**config.mk**
```make
export PLATFORM = sky130hd
export DESIGN_NAME = imu_text_frame_calibrator
export DESIGN_NICKNAME = d
export VERILOG_FILES = /design/src/rtl/itfc_pkg.sv /design/src/rtl/itfc_front.sv /design/src/rtl/itfc_queue.sv /design/src/rtl/itfc_back.sv /design/src/rtl/imu_text_frame_calibrator.sv
export SDC_FILE = /design/constraint.sdc
export NUM_CORES = 2
export LEC_CHECK = 0
export BUFFER_PORTS_ARGS = -buffer_cell sky130_fd_sc_hd__buf_2
export CAP_MARGIN = 30
export CORE_UTILIZATION = 39
export CTS_BUF_LIST = sky130_fd_sc_hd__clkbuf_2 sky130_fd_sc_hd__clkbuf_4 sky130_fd_sc_hd__clkbuf_8
export CTS_CLUSTER_DIAMETER = 50
export DETAILED_ROUTE_END_ITERATION = 8
export GPL_ROUTABILITY_DRIVEN = 0
export SLEW_MARGIN = 10
export SYNTH_ARGS = -nofsm -noshare
export SYNTH_HDL_FRONTEND = slang
export SYNTH_SLANG_ARGS = --single-unit
```
**constraint.sdc**
```tcl
create_clock -name i_clk -period 24 [get_ports i_clk]
set_clock_uncertainty 0.15 [all_clocks]
set_input_delay 4.8 -clock i_clk [delete_from_list [all_inputs] [get_ports i_clk]]
set_output_delay 4.8 -clock i_clk [all_outputs]
set_load 0.02 [all_outputs]
```
**src/rtl/itfc_pkg.sv**
```systemverilog
// Shared types and constants for the IMU text frame calibrator.
`timescale 1ns / 1ps

package itfc_pkg;

    localparam int MAX_FRAME_BYTES     = 256;
    localparam int SCALE_FRACTION_BITS = 14;

    localparam int LaneW        = 20;
    localparam int NumChan      = 9;
    localparam int NumLane      = 3;
    localparam int OutW         = 41;
    localparam int ByteCntW     = $clog2(MAX_FRAME_BYTES);
    localparam int TokensWanted = 10;
    localparam int CfgW         = LaneW * NumLane;

    localparam logic [LaneW-1:0] MagLimit = LaneW'(524288);
    localparam logic [LaneW-1:0] ScaleOne = LaneW'(1 << SCALE_FRACTION_BITS);

    localparam logic [7:0] CharA     = 8'h41;
    localparam logic [7:0] CharZ     = 8'h5A;
    localparam logic [7:0] CharPlus  = 8'h2B;
    localparam logic [7:0] CharMinus = 8'h2D;
    localparam logic [7:0] Char0     = 8'h30;
    localparam logic [7:0] Char9     = 8'h39;
    localparam logic [7:0] CharSpace = 8'h20;
    localparam logic [7:0] CharNul   = 8'h00;
    localparam logic [7:0] CharTab   = 8'h09;
    localparam logic [7:0] CharCr    = 8'h0D;

    typedef enum logic [2:0] {
        CfgMagBias   = 3'd0,
        CfgAccelBias = 3'd1,
        CfgGyroBias  = 3'd2,
        CfgMagScale  = 3'd3,
        CfgAccelScale = 3'd4,
        CfgGyroScale = 3'd5
    } t_cfg_idx;

    typedef logic [LaneW-1:0]              t_lane;
    typedef t_lane [NumChan-1:0]           t_chans;
    typedef t_lane [NumLane-1:0]           t_lanes3;
    typedef logic signed [OutW-1:0]        t_res;
    typedef t_res [NumChan-1:0]            t_results;

    typedef struct packed {
        logic   status;
        t_chans chan;
    } t_frame;

endpackage

```
**src/rtl/itfc_front.sv**
```systemverilog
// Front end: byte classification, tokenizer and frame framing.
`timescale 1ns / 1ps

module itfc_front
    import itfc_pkg::*;
(
    input  logic       i_clk,
    input  logic       i_rst_n,
    input  logic       i_valid,
    output logic       o_ready,
    input  logic [7:0] i_byte,
    input  logic       i_q_full,
    output logic       o_push,
    output t_frame     o_frame
);

    logic                r_in_frame;
    logic [ByteCntW-1:0] r_fbc;
    logic [3:0]          r_tcnt;
    logic                r_in_tok;
    logic                r_neg;
    logic                r_stop;
    t_lane               r_acc;
    t_chans              r_chan;

    logic                accept;
    logic                is_ws;
    logic                is_digit;
    logic                is_sign;
    logic                is_z;
    logic [ByteCntW:0]   fbc_sum;
    logic                close;
    logic                n_in_tok;
    logic                n_neg;
    logic                n_stop;
    t_lane               n_acc;
    logic [3:0]          n_tcnt;
    logic                start_tok;
    logic                base_stop;
    t_lane               base_acc;
    logic [23:0]         acc_mul;
    logic                fin_en;
    t_lane               fin_val;
    logic [3:0]          fin_idx;
    t_chans              n_chan;

    assign o_ready  = !i_q_full;
    assign accept   = i_valid && o_ready;

    assign is_ws    = (i_byte == CharSpace) || (i_byte == CharNul) ||
                      ((i_byte >= CharTab) && (i_byte <= CharCr));
    assign is_digit = (i_byte >= Char0) && (i_byte <= Char9);
    assign is_sign  = (i_byte == CharPlus) || (i_byte == CharMinus);
    assign is_z     = (i_byte == CharZ);
    assign fbc_sum  = {1'b0, r_fbc} + (ByteCntW+1)'(1);

    always_comb begin
        n_in_tok  = r_in_tok;
        n_neg     = r_neg;
        n_stop    = r_stop;
        n_acc     = r_acc;
        n_tcnt    = r_tcnt;
        start_tok = !r_in_tok;
        base_stop = start_tok ? 1'b0 : r_stop;
        base_acc  = start_tok ? '0 : r_acc;
        acc_mul   = {4'b0, base_acc} * 24'd10 + {16'b0, i_byte - Char0};
        if (!is_z) begin
            if (is_ws) begin
                n_in_tok = 1'b0;
            end else begin
                n_in_tok = 1'b1;
                if (start_tok) begin
                    n_neg  = 1'b0;
                    n_tcnt = (r_tcnt == 4'hF) ? r_tcnt : r_tcnt + 4'd1;
                end
                n_stop = base_stop;
                n_acc  = base_acc;
                if (start_tok && is_sign) begin
                    n_neg = (i_byte == CharMinus);
                end else if (!base_stop && is_digit) begin
                    n_acc = (acc_mul > {4'b0, MagLimit}) ? MagLimit : acc_mul[LaneW-1:0];
                end else begin
                    n_stop = 1'b1;
                end
            end
        end
    end

    assign close   = is_z || (fbc_sum >= (ByteCntW+1)'(MAX_FRAME_BYTES - 1));
    assign fin_en  = (is_ws && r_in_tok) || (close && n_in_tok);
    assign fin_val = n_neg ? (LaneW'(0) - n_acc)
                           : ((n_acc > MagLimit - LaneW'(1)) ? MagLimit - LaneW'(1) : n_acc);
    assign fin_idx = n_tcnt - 4'd2;

    always_comb begin
        n_chan = r_chan;
        if (fin_en && (n_tcnt >= 4'd2) && (n_tcnt <= 4'(TokensWanted))) begin
            n_chan[fin_idx] = fin_val;
        end
    end

    assign o_push         = accept && r_in_frame && close;
    assign o_frame.status = (n_tcnt != 4'(TokensWanted));
    assign o_frame.chan   = n_chan;

    always_ff @(posedge i_clk) begin
        if (!i_rst_n) begin
            r_in_frame <= 1'b0;
            r_fbc      <= '0;
            r_tcnt     <= '0;
            r_in_tok   <= 1'b0;
            r_neg      <= 1'b0;
            r_stop     <= 1'b0;
            r_acc      <= '0;
        end else if (accept) begin
            if (!r_in_frame) begin
                if (i_byte == CharA) begin
                    r_in_frame <= 1'b1;
                end
                r_fbc    <= '0;
                r_tcnt   <= '0;
                r_in_tok <= 1'b0;
                r_neg    <= 1'b0;
                r_stop   <= 1'b0;
                r_acc    <= '0;
            end else if (close) begin
                r_in_frame <= 1'b0;
                r_fbc      <= '0;
                r_tcnt     <= '0;
                r_in_tok   <= 1'b0;
                r_neg      <= 1'b0;
                r_stop     <= 1'b0;
                r_acc      <= '0;
            end else begin
                r_fbc    <= fbc_sum[ByteCntW-1:0];
                r_tcnt   <= n_tcnt;
                r_in_tok <= n_in_tok;
                r_neg    <= n_neg;
                r_stop   <= n_stop;
                r_acc    <= n_acc;
            end
        end
    end

    // channel store: no reset, every read follows a write in the same frame
    always_ff @(posedge i_clk) begin
        if (accept && r_in_frame) begin
            r_chan <= n_chan;
        end
    end

endmodule

```
**src/rtl/itfc_queue.sv**
```systemverilog
// Two-entry queue of closed frames between front and back.
`timescale 1ns / 1ps

module itfc_queue
    import itfc_pkg::*;
(
    input  logic   i_clk,
    input  logic   i_rst_n,
    input  logic   i_push,
    input  t_frame i_frame,
    output logic   o_full,
    input  logic   i_pop,
    output logic   o_valid,
    output t_frame o_frame
);

    t_frame     r_mem [2];
    logic       r_wptr;
    logic       r_rptr;
    logic [1:0] r_count;

    assign o_full  = (r_count == 2'd2);
    assign o_valid = (r_count != 2'd0);
    assign o_frame = r_mem[r_rptr];

    always_ff @(posedge i_clk) begin
        if (!i_rst_n) begin
            r_wptr  <= 1'b0;
            r_rptr  <= 1'b0;
            r_count <= '0;
        end else begin
            if (i_push) begin
                r_wptr <= !r_wptr;
            end
            if (i_pop) begin
                r_rptr <= !r_rptr;
            end
            if (i_push && !i_pop) begin
                r_count <= r_count + 2'd1;
            end else if (!i_push && i_pop) begin
                r_count <= r_count - 2'd1;
            end
        end
    end

    always_ff @(posedge i_clk) begin
        if (i_push) begin
            r_mem[r_wptr] <= i_frame;
        end
    end

endmodule

```
**src/rtl/itfc_back.sv**
```systemverilog
// Back end: calibration registers, shared multiplier and result register.
`timescale 1ns / 1ps

module itfc_back
    import itfc_pkg::*;
(
    input  logic            i_clk,
    input  logic            i_rst_n,
    input  logic            i_cfg_we,
    input  logic [2:0]      i_cfg_idx,
    input  logic [CfgW-1:0] i_cfg_data,
    input  logic            i_q_valid,
    input  t_frame          i_q_frame,
    output logic            o_q_pop,
    output logic            o_valid,
    input  logic            i_ready,
    output logic            o_status,
    output t_results        o_res
);

    typedef enum logic [1:0] {
        S_IDLE,
        S_RUN,
        S_HOLD
    } t_state;

    t_state             r_state;
    t_lanes3            r_bias  [NumLane];
    t_lanes3            r_scale [NumLane];
    t_chans             r_chan;
    logic [3:0]         r_k;
    logic [1:0]         r_grp;
    logic [1:0]         r_lane;
    logic               r_pv;
    logic [3:0]         r_pk;
    logic signed [LaneW:0]   r_d;
    logic signed [LaneW-1:0] r_s;
    logic               r_status;
    t_results           r_res;

    logic               issue;
    t_lane              cur_val;
    t_lane              cur_bias;

    assign o_q_pop  = (r_state == S_IDLE) && i_q_valid;
    assign o_valid  = (r_state == S_HOLD);
    assign o_status = r_status;
    assign o_res    = r_res;

    assign issue    = (r_state == S_RUN) && (r_k < 4'(NumChan));
    assign cur_val  = r_chan[r_k];
    assign cur_bias = r_bias[r_grp][r_lane];

    always_ff @(posedge i_clk) begin
        if (!i_rst_n) begin
            r_state <= S_IDLE;
            r_k     <= '0;
            r_grp   <= '0;
            r_lane  <= '0;
            r_pv    <= 1'b0;
            for (int i = 0; i < NumLane; i++) begin
                r_bias[i]  <= '0;
                r_scale[i] <= {NumLane{ScaleOne}};
            end
        end else begin
            if (i_cfg_we) begin
                case (i_cfg_idx)
                    CfgMagBias:    r_bias[0]  <= i_cfg_data;
                    CfgAccelBias:  r_bias[1]  <= i_cfg_data;
                    CfgGyroBias:   r_bias[2]  <= i_cfg_data;
                    CfgMagScale:   r_scale[0] <= i_cfg_data;
                    CfgAccelScale: r_scale[1] <= i_cfg_data;
                    CfgGyroScale:  r_scale[2] <= i_cfg_data;
                    default: ;
                endcase
            end
            r_pv <= issue;
            case (r_state)
                S_IDLE: begin
                    if (i_q_valid) begin
                        r_k    <= '0;
                        r_grp  <= '0;
                        r_lane <= '0;
                        r_state <= i_q_frame.status ? S_HOLD : S_RUN;
                    end
                end
                S_RUN: begin
                    if (issue) begin
                        r_k <= r_k + 4'd1;
                        if (r_lane == 2'(NumLane - 1)) begin
                            r_lane <= '0;
                            r_grp  <= r_grp + 2'd1;
                        end else begin
                            r_lane <= r_lane + 2'd1;
                        end
                    end
                    if (r_pv && (r_pk == 4'(NumChan - 1))) begin
                        r_state <= S_HOLD;
                    end
                end
                S_HOLD: begin
                    if (i_ready) begin
                        r_state <= S_IDLE;
                    end
                end
                default: r_state <= S_IDLE;
            endcase
        end
    end

    always_ff @(posedge i_clk) begin
        if (o_q_pop) begin
            r_chan   <= i_q_frame.chan;
            r_status <= i_q_frame.status;
            r_res    <= '0;
        end else if (r_pv) begin
            r_res[r_pk] <= r_d * r_s;
        end
        if (issue) begin
            r_d  <= $signed({cur_val[LaneW-1], cur_val}) -
                    $signed({cur_bias[LaneW-1], cur_bias});
            r_s  <= $signed(r_scale[r_grp][r_lane]);
            r_pk <= r_k;
        end
    end

endmodule

```
**src/rtl/imu_text_frame_calibrator.sv**
```systemverilog
// Top level of the IMU text frame calibrator.
`timescale 1ns / 1ps

// Takes one ASCII byte per item and can accept a byte every clock. Bytes before
// 'A' are dropped; a frame closes at 'Z' or after 255 bytes and then gives one
// result. A good frame (ten tokens) is calibrated by one shared 21x20-bit
// multiplier, one channel per cycle. With the back end free, a closed frame
// is queued and popped, and its result is offered once the last product is
// registered; an error result skips the multiplier. Closed frames wait in a
// two-entry queue, so input stalls only while two frames wait behind the one
// being calibrated or held for output. Configuration is written through a
// plain write port, one 60-bit register (three packed 20-bit lanes) per index.

module imu_text_frame_calibrator
    import itfc_pkg::*;
(
    input  logic            i_clk,
    input  logic            i_rst_n,
    input  logic            s_axis_tvalid,
    output logic            s_axis_tready,
    input  logic [7:0]      s_axis_tdata,   // rx_byte
    output logic            m_axis_tvalid,
    input  logic            m_axis_tready,
    // mag_x, mag_y, mag_z, accel_x, accel_y, accel_z, rate_p, rate_q, rate_r
    output logic [375:0]    m_axis_tdata,
    output logic            m_axis_tuser,   // frame_status
    input  logic            i_cfg_we,
    input  logic [2:0]      i_cfg_idx,
    input  logic [CfgW-1:0] i_cfg_data
);

    logic     q_full;
    logic     q_push;
    t_frame   q_in;
    logic     q_pop;
    logic     q_valid;
    t_frame   q_out;
    t_results res;

    itfc_front u_front (
        .i_clk    (i_clk),
        .i_rst_n  (i_rst_n),
        .i_valid  (s_axis_tvalid),
        .o_ready  (s_axis_tready),
        .i_byte   (s_axis_tdata),
        .i_q_full (q_full),
        .o_push   (q_push),
        .o_frame  (q_in)
    );

    itfc_queue u_queue (
        .i_clk   (i_clk),
        .i_rst_n (i_rst_n),
        .i_push  (q_push),
        .i_frame (q_in),
        .o_full  (q_full),
        .i_pop   (q_pop),
        .o_valid (q_valid),
        .o_frame (q_out)
    );

    itfc_back u_back (
        .i_clk      (i_clk),
        .i_rst_n    (i_rst_n),
        .i_cfg_we   (i_cfg_we),
        .i_cfg_idx  (i_cfg_idx),
        .i_cfg_data (i_cfg_data),
        .i_q_valid  (q_valid),
        .i_q_frame  (q_out),
        .o_q_pop    (q_pop),
        .o_valid    (m_axis_tvalid),
        .i_ready    (m_axis_tready),
        .o_status   (m_axis_tuser),
        .o_res      (res)
    );

    assign m_axis_tdata = {7'b0, res};

    a_err_zero: assert property (@(posedge i_clk) disable iff (!i_rst_n)
        (m_axis_tvalid && m_axis_tuser) |-> (m_axis_tdata == '0))
        else $error("error result carries nonzero data");

    a_push_room: assert property (@(posedge i_clk) disable iff (!i_rst_n)
        q_push |-> !q_full)
        else $error("frame pushed into a full queue");

    a_out_gap: assert property (@(posedge i_clk) disable iff (!i_rst_n)
        (m_axis_tvalid && m_axis_tready) |=> !m_axis_tvalid)
        else $error("result repeated after handshake");

    a_pop_valid: assert property (@(posedge i_clk) disable iff (!i_rst_n)
        q_pop |-> (q_valid && !m_axis_tvalid))
        else $error("queue popped while empty or result held");

endmodule

```
==> flow_summary_export.csv <==
group,metric,value,unit
sta,setup_tns,0,ns
finish,final_layout_size_suffix_gt1_frac,0.1922,
synth,synth_compound_gate_area_share,0.08316,
critical_path,cpMostUsedCell,"ha_1",
finish,fin_nets,7783,
critical_path,path_cells,"buf_2, inv_1, ha_1, ha_1, a21oi_1, a2bb2oi_1, o21ai_0, o211ai_1, xnor2_1, a22oi_1, a21oi_1, a31oi_2, buf_4, nor2_1, a22o_1, inv_1, ha_1, o21a_1, o21a_1, o311ai_1, or3_1, a32oi_2, mux2_1",
finish,layout_commonest_cell,"edfxtp_1",
hold_path,hp-class,"flip-flop to flip-flop",
synth,synthMuxAreaShare,0.06543,
synth,synth_ff_type,"edfxtp_1",
finish,register_area,0.04236,mm²
die,start_util,0.3924,
global_route,grt_pass1_vias,53461,
critical_path,setup.worst_path.class,"primary input to flip-flop",
sta,period_share,0.4316,
die,rows,164,
clocking,cts_root_buffer,"clkbuf_8",
detailed_routing,vias,51700,
clocking,clkLatencyLatePin,1.01,ns
detailed_routing,first_iter_violations,3861,
die,die_h,450.2,µm
global_route,antenna_found_initial,10,
die,dieArea,0.2027,mm²
critical_path,critPathCaptureType,"flip-flop",
synth,synth_top_cell_by_area,"edfxtp_1",
die,die_x,450.2,µm
critical_path,start_kind,"primary input",
placed_design,postPlaceCellArea,0.08386,mm²
sta,hold_viol,0,
clocking,htree_levels,5,
critical_path,worst_path_max_delay_cell,"a32oi_2",
global_route,grt_use_total,0.2033,
detailed_routing,via_per_inst,5.200,
critical_path,critPathLaunch,"s_axis_tdata[4]",
finish,multiInputGateArea,0.03295,mm²
sta,fmax,96.55,MHz
synth,async_flop_share,0,
synth,synth_warnings,0,
synth,synthTopCellsByArea,"edfxtp_1 43%, fa_1 11%, dfxtp_1 11%, nand2_1 5.0%, mux2_2 3.2%",
clocking,cts-resized-gates,0,
clocking,cts_buffer_depth,4,
critical_path,cp.required,24.64,ns
sta,drv_slew,0,
die,io_pins,455,
critical_path,r2r_start,"u_back.r_d[12]",
detailed_routing,postRouteWirelength,207.8,mm
hold_path,min_from,"u_back.o_res[344]",
clocking,clk_pin_slew,0.06,ns
sta,rsz0062_at_grt,"false",
global_route,grt_start_max_net_pins,150,
detailed_routing,ant_nets,0,
synth,ys_ff_latch,1551,
die,core,0.1997,mm²
synth,synth_cells,6608,
synth,syn-mean-instance-area,11.86,µm²
finish,fillers,18402,
global_route,grt_pass1_wl,318.4,mm
synth,synth-seq-area-share,0.5404,
synth,synth_xor_area_frac,0.01274,
synth,synth-edff-count,1128,
synth,synthDistinctLibCells,85,
sta,layout_min_cycle_time,10.36,ns
sta,setup_viol,0,
sta,relSlewSlack,0.2762,
detailed_routing,drc_errors,0,
detailed_routing,routedWlPerCell,20.90,µm
synth,synth-simple-area-share,0.1155,
clocking,cts_hold_buf,0,
finish,mostFrequentLayoutCells,"1,128 x edfxtp_1, 1,039 x nand2_1, 469 x inv_1, 448 x buf_2, 443 x a21oi_1",
synth,yosys.area_share.adder,0.1404,
synth,synth_top_family_by_area,"adder cells",
job,maxCapViolations,0,
placed_design,dp_hpwl,135.9,mm
clocking,cts_setup_buffers,0,
clocking,clock_sinks,1551,
global_route,overflow,0,
synth,syn_area,0.07835,mm²
sta,tightest_slew,1.080,ns
placed_design,numPortBuffers,447,
clocking,cts_made_buffers,284,
sta,timing.hold.ws,0.3005,ns
finish,synthToLayoutAreaGrowth,14.09,%
detailed_routing,drt-pass1-iter-count,6,
finish,stdcell_area,0.08939,mm²
synth,synth_top_cell_area_share,0.4323,
critical_path,cp_slowest_stage_delay,0.61,ns
critical_path,critPathArrivalTime,11.00,ns
outcome,outcome,"finished clean",
critical_path,worst-path-max-fanout,30,
clocking,cts_tree,"built",
per-stage QoR:
stage | utilization | worst slack [ns] | cells
floorplan | - | 5.569 | 6614
global placement | 0.4182 | 12.71 | 9429
detailed placement | 0.4200 | 12.75 | 9454
CTS | 0.4470 | 13.78 | 9928
global route | 0.4477 | 13.26 | 9941
finish | 0.4477 | 13.64 | 9943
routing by layer:
layer,vias up,wire [µm],GRT usage,share of wire
li1,23792,-,-,-
met1,26015,84970,0.2486,0.41
met4,0,8007,0.08312,0.039
met5,-,0,0,0
met3,433,9085,0.02758,0.044
met2,1460,105800,0.3594,0.51
cell type report:
type	count	area share
clock buffer	395	0.05466
timing repair buffer	589	0.04005
sequential	1551	0.4739
inverter	471	0.01986
antenna	7	0.0001960
tap	2656	0.03718
multi-input combinational	4195	0.3686
clock inverter	79	0.005501
Yosys cell counts (all sizes together), types with 41 or more instances:
library cell / count
o21ai: 258
a21o: 41
inv: 471
xor2: 50
xnor2: 64
nand2: 1049
mux4: 80
o31ai: 43
mux2i: 70
edfxtp: 1128
fa: 440
mux2: 233
nand2b: 46
buf: 44
a21oi: 444
nor3: 46
nor2b: 47
nor2: 338
dfxtp: 423
ha: 175
and2: 325
clkbuf: 353
and3: 41
state kept, by name, indices dropped and copies added, names as in the netlist, 2 cells and up, named ones only:
| register | count |
|---|---|
| u_front.r_acc | 20 |
| u_back.r_scale | 180 |
| u_back.r_k | 4 |
| u_back.r_s | 20 |
| u_queue.r_count | 2 |
| u_queue.r_mem | 362 |
| u_back.r_chan | 180 |
| u_back.r_grp | 2 |
| u_front.r_fbc | 8 |
| u_back.r_d | 21 |
| u_back.r_state | 2 |
| u_front.r_tcnt | 4 |
| u_front.r_chan | 180 |
| u_back.o_res | 369 |
| u_back.r_pk | 4 |
| u_back.r_lane | 2 |
| u_back.r_bias | 180 |
logic make-up after synthesis:
family          Yosys count
mux                     383
fa+ha+maj               615
buf+inv                 868
simple gates           2006
compound gates         1070
flops                  1551
xor+xnor                114
other cells               1
final timing paths:
kind	end	slack [ns]	depth (start not counted)
max	u_front.r_chan[158]	13.64	23
min	u_back.o_res[344]	0.30	2
min reg2reg	u_back.o_res[344]	0.30	2
max reg2reg	u_back.o_res[368]	15.41	24
critical path: cells and delay by family:
kind	cells	cell delay, ns
xor+xnor	1	0.16
fa+ha+maj	3	0.90
simple gates	2	0.64
mux	1	0.28
buf+inv	4	0.65
compound gates	12	3.55
Power is not shown: default switching activity piles up to over one toggle a cycle in this logic, so the estimate is an artifact.
